[config.mk]
export PLATFORM = sky130hd
export DESIGN_NAME = tcpbq_ctrl
export DESIGN_NICKNAME = d
export VERILOG_FILES = /design/src/sv/tcpbq_pkg.sv /design/src/sv/tcpbq_ctrl.sv
export SDC_FILE = /design/constraint.sdc
export NUM_CORES = 1
export LEC_CHECK = 0
export BUFFER_PORTS_ARGS = -buffer_cell sky130_fd_sc_hd__buf_2
export CORE_AREA = 2 2 39 41
export CTS_BUF_LIST = sky130_fd_sc_hd__clkbuf_2
export DETAILED_ROUTE_END_ITERATION = 10
export DIE_AREA = 0 0 41 43
export GPL_TIMING_DRIVEN = 0
export MAX_ROUTING_LAYER = met4
export PLACE_DENSITY = 0.4
export SYNTH_ARGS = -nofsm -noshare
export SYNTH_HDL_FRONTEND = slang
export SYNTH_SLANG_ARGS = --single-unit
export TNS_END_PERCENT = 20
[constraint.sdc]
create_clock -name i_clk -period 2.65 [get_ports i_clk]
set_input_delay 0.53 -clock i_clk [delete_from_list [all_inputs] [get_ports i_clk]]
set_output_delay 0.53 -clock i_clk [all_outputs]
set_load 0.05 [all_outputs]
[src/sv/tcpbq_pkg.sv]
`timescale 1ns / 1ps
// shared types and constants of the two-class priority batch queue
// no dependencies

package tcpbq_pkg;

    localparam int WORD_W  = 64;
    localparam int BATCH_W = 7;

    localparam logic MODE_ENQ = 1'b0;
    localparam logic MODE_DEQ = 1'b1;

    typedef enum logic [1:0] {
        KIND_ACK   = 2'd0,
        KIND_ITEM  = 2'd1,
        KIND_EMPTY = 2'd2
    } t_kind;

    typedef struct packed {
        logic               mode;
        logic               is_special;
        logic               joins_batch;
        logic [WORD_W-1:0]  payload_in;
        logic [BATCH_W-1:0] max_batch;
    } t_in_word;

    typedef struct packed {
        t_kind             result_kind;
        logic              accepted;
        logic [WORD_W-1:0] payload_out;
        logic              from_special;
        logic              last;
    } t_out_word;

    typedef struct packed {
        logic enq;
        logic spec_start;
        logic txn_start;
        logic deq_empty;
        logic emit_spec;
        logic emit_txn;
    } t_cmd;

    typedef struct packed {
        logic out_free;
        logic spec_avail;
        logic txn_none;
        logic left_last;
    } t_sts;

endpackage

[src/sv/tcpbq_ctrl.sv]
`timescale 1ns / 1ps
// controller state machine: input handshake and drain sequencing
// depends on tcpbq_pkg

module tcpbq_ctrl (
    input  logic            i_clk,
    input  logic            i_rst_n,
    input  logic            i_in_valid,
    input  logic            i_in_mode,
    output logic            o_in_ready,
    input  tcpbq_pkg::t_sts i_sts,
    output tcpbq_pkg::t_cmd o_cmd
);

    typedef enum logic [2:0] {
        S_IDLE  = 3'b001,
        S_SPEC  = 3'b010,
        S_BATCH = 3'b100
    } t_state;

    t_state r_state;
    t_state n_state;
    logic   acc;

    assign o_in_ready = (r_state == S_IDLE) && i_sts.out_free;
    assign acc        = i_in_valid && o_in_ready;

    always_comb begin
        n_state = r_state;
        o_cmd   = '0;
        unique case (r_state)
            S_IDLE: begin
                if (acc) begin
                    priority if (i_in_mode == tcpbq_pkg::MODE_ENQ) begin
                        o_cmd.enq = 1'b1;
                    end else if (i_sts.spec_avail) begin
                        o_cmd.spec_start = 1'b1;
                        n_state          = S_SPEC;
                    end else if (i_sts.txn_none) begin
                        o_cmd.deq_empty = 1'b1;
                    end else begin
                        o_cmd.txn_start = 1'b1;
                        n_state         = S_BATCH;
                    end
                end
            end
            S_SPEC: begin
                if (i_sts.out_free) begin
                    o_cmd.emit_spec = 1'b1;
                    n_state         = S_IDLE;
                end
            end
            S_BATCH: begin
                if (i_sts.out_free) begin
                    o_cmd.emit_txn = 1'b1;
                    if (i_sts.left_last) begin
                        n_state = S_IDLE;
                    end
                end
            end
            default: begin
                n_state = S_IDLE;
            end
        endcase
    end

    always_ff @(posedge i_clk) begin
        if (!i_rst_n) begin
            r_state <= S_IDLE;
        end else begin
            r_state <= n_state;
        end
    end

endmodule

# Yosys cells after proc, flatten, opt, wreduce, memory -nomap -nowiden
# Cells that the tools add are included.
[word_totals] reg_bits=3 latchBits=0 mem_bits_rw=0 romBits=0 inputBits=8 wordCells=32 n_memories=0
[op_classes] addsub=0 n_mul=0 n_div=0 magnitude_cmp=0 eq_ne=9 shift=0 mux=19 bitwise=0 n_reduce_logical=3
[ops] cell="2-to-1 mux 3 bit" n=8
[ops] cell="!= test 2 bit, second input constant" n=5
[ops] cell="one-hot mux 3 bit (3 select lines)" n=1
[ops] cell="2-to-1 mux 4 bit" n=2
[ops] cell="2-to-1 mux 1 bit" n=7
[ops] cell="AND reduction 6 bit" n=1
[ops] cell="equality test 3 x 1 -> 1 bit, second input constant" n=1
[ops] cell="equality test 3 x 2 -> 1 bit, second input constant" n=1
[ops] cell="equality test 3 bit, second input constant" n=1
[ops] cell="!= test 3 bit, second input constant" n=1
[ops] cell="logical AND 1 bit" n=2
[ops] cell="2-to-1 mux 2 bit" n=1

# Longest topological paths before layout
[logic_depth] ltp_word=5 mapped_depth=5 mapped_depth_nobuf=4

# Worst setup path before layout
# Ideal clock, no wire load.
[synth_timing] path_kind="reg2out" start="register r_state[0]" end="output port o_cmd[3] (netlist name)" arrival_ns=2.380 path_slack_ns=-0.260 path_stages_with_launch=4 n_path_buf=1 path_cell_list="dfxtp_1 > or3b_1 > clkbuf_1 > nor4_1"
[synth_lines] item="start: declaration" line_no="tcpbq_ctrl.sv:21" rtl="t_state r_state;"
[synth_lines] item="start signal: assignment" line_no="tcpbq_ctrl.sv:71" rtl="r_state <= n_state;"
[synth_lines] item="end: declaration" line_no="tcpbq_ctrl.sv:12" rtl="output tcpbq_pkg::t_cmd o_cmd"

==> results_dict.tcl <==
set metrics [dict create \
    status "completed" \
    synth_mux_area_share_pct 0 \
    antenna_cells 0 \
    grt_first_pass_wirelength_mm 1.04 \
    crit_path_max_fanout 7 \
    min_path_type "in -> reg" \
    wl_um 688 \
    largest_reg_flops 3 \
    ctsResizeCount 0 \
    wl_per_cell_um 10.4 \
    track_usage_pct 8.83 \
    grt_pass1_vias 251 \
    synthXorXnorAreaFrac_pct 0 \
    overflow 0 \
    firstDrtPassIters 2 \
    critPathArrivalTime_ps 1680 \
    cts_max_level 1 \
    placementRows 14 \
    total_power_mw 0.163 \
    insertion_delay_ps 200 \
    fin_nets 59 \
    synth-seq-area-share_pct 23.5 \
    start_util_pct 18.4 \
    core-area_um2 1380 \
    rsz0062_at_grt "no" \
    syn_area_um2 255 \
    post_cts_buffers 0 \
    drcViolationCount 0 \
    fp.dieW_um 41 \
    cts_buffers 3 \
    gp_congestion 0.646 \
    dp_hpwl_um 512 \
    cts_root_buf "clkbuf_2" \
    path_clk_slew_ps 40 \
    finClkSkew_ps 2.35 \
    hold_ws_ps 597 \
    criticalPathCategory "reg -> out" \
    synth-compound-area-share_pct 26.5 \
    pin_count 15 \
    registers.top_by_ff_count "r_state" \
    cts_tree "done" \
    yosys.area_share.simple_pct 45.6 \
    timing.fmax_mhz 453 \
    synth_area_per_cell_um2 7.98 \
    layout_setup_ws_ps 443 \
    utilization_pct 26.9 \
    portBuffers 14 \
    synth_top_family_by_area "simple AND/OR/NAND/NOR gates" \
    required_ps 2120 \
    yosys-top-cells-area "dfxtp_1 24%, and4bb_2 9.8%, a211oi_1 5.9%, and2_1 4.9%, o41a_2 4.9%" \
    first_iter_violations 2 \
    synthesis.nets 40 \
    layout_min_cycle_time_ps 2210 \
    synthCells 32 \
    power_density_nw_per_um2 437 \
    fp.dieH_um 43 \
    yosysTopAreaCellShare_pct 23.5 \
    grt_max_degree 9 \
    yosysUniqueCellTypes 22 \
    area_growth_pct 45.6 \
    ir_drop_uv 99.3 \
    worstMarginPinSlew_ps 296 \
    antenna_found_initial 0 \
    ys_warn_count 0 \
    antenna_left 0 \
    postCtsHoldBufs 0 \
    die-area_um2 1760 \
    cts_sinks 3 \
    finalCritPeriodShare_pct 83.3 \
    end_kind "output port" \
    dp_worst_setup_slack_ps 653 \
    finalSetupViolations 0 \
    hold_viol 0 \
    p_leak_nw 0.189 \
    yosysTopAreaCell "dfxtp_1" \
    synthAdderAreaFrac_pct 0 \
    post_drt_via_cell_ratio 4.47 \
    largest_registers "r_state x3" \
    drive_above_1_share_pct 46.0 \
    slew_headroom_pct 80.3 \
    ys_seq_elements 3 \
    cts_buffer_depth 2 \
    n_fill_cell 159 \
    final.setup.tns_ps 0 \
    start_kind "flip-flop" \
    report.final.slew_viol_count 0 \
    num_vias 295 \
    cap_violations 0 \
]
-- critical path, stage by stage, from the launching register on --
cell and delay, ps:
dfxtp_1 420, or3b_1 360, clkbuf_1 180, nor4_2 220
buf_2 290
-- cells in the mapped netlist --
master,count
a211oi_1,2
and2_4,1
nand2b_1,1
nand3_1,2
o21ai_0,2
o41a_2,1
nor4_1,1
or3b_1,1
a221o_1,1
and4bb_2,2
dfxtp_1,3
nor3b_1,1
and2_1,2
a21oi_1,1
a21o_1,1
or4b_1,1
a21boi_0,1
nor2_1,1
nor3_1,2
nand2_1,2
clkbuf_1,1
inv_1,2
-- per-stage QoR --
step / cell area [um^2] / cells
6_report: 372 / 66
5_1_grt: 372 / 66
4_1_cts: 372 / 66
3_5_place_dp: 352 / 62
3_3_place_gp: 352 / 62
2_1_floorplan: 262 / 32
-- worst paths after layout --
kind,cells after the start,end,startpoint,slack (ps)
worst max-delay path,4,o_cmd[3],r_state[0]$_SDFFE_PN1P_,440
worst min-delay path,2,r_state[1]$_SDFFE_PN0P_,i_rst_n,600
worst max register to register,4,r_state[0]$_SDFFE_PN1P_,r_state[2]$_SDFFE_PN0P_,940
worst min register to register,2,r_state[2]$_SDFFE_PN0P_,r_state[2]$_SDFFE_PN0P_,620
-- cell usage in the layout (no fill, tap or decap), drive strengths merged --
cell type and instances:
a21boi 1, a21oi 1, clkbuf 5, and2 3, nand3 2, a21o 1
nor2 1, a211oi 2, nor3b 1, inv 2, buf 14, or3b 1
nor3 2, o21ai 2, and4bb 2, a221o 1, nor4 1, or4b 1
nand2 2, o41a 1, nand2b 1, dfxtp 3
-- metal layers --
layer  vias to the layer above  part of all wire (%)  GRT usage [%]
met5                         -                     0              -
met4                         0                     0           4.00
met3                         0                   6.7           3.14
met2                        13                    40           10.9
met1                       124                    54           12.5
li1                        158                     -              -
-- where the power goes --
| part | switching [mW] | leakage, nW | internal (mW) |
|---|---|---|---|
| Sequential | 0.00370 | 0.0244 | 0.0474 |
| Clock | 0.0229 | 0.0166 | 0.0398 |
| Combinational | 0.0295 | 0.148 | 0.0192 |
| Total | 0.0560 | 0.189 | 0.106 |
-- cell families after synthesis --
family,after synthesis
AND/OR/NAND/NOR,17
flip-flops,3
AO/OA/AOI/OAI,9
buffers and inverters,3
-- layout make-up --
class / count / area [um^2] / share of cell area [%]
Buffer: 1 / 3.75 / 1.01
Timing Repair Buffer: 14 / 70.1 / 18.9
Multi-Input combinational cell: 26 / 190 / 51.2
Clock buffer: 4 / 20.0 / 5.39
Sequential cell: 3 / 60.1 / 16.2
Inverter: 2 / 7.51 / 2.02
Tap cell: 16 / 20.0 / 5.39
(Power assumes the default switching activity.)
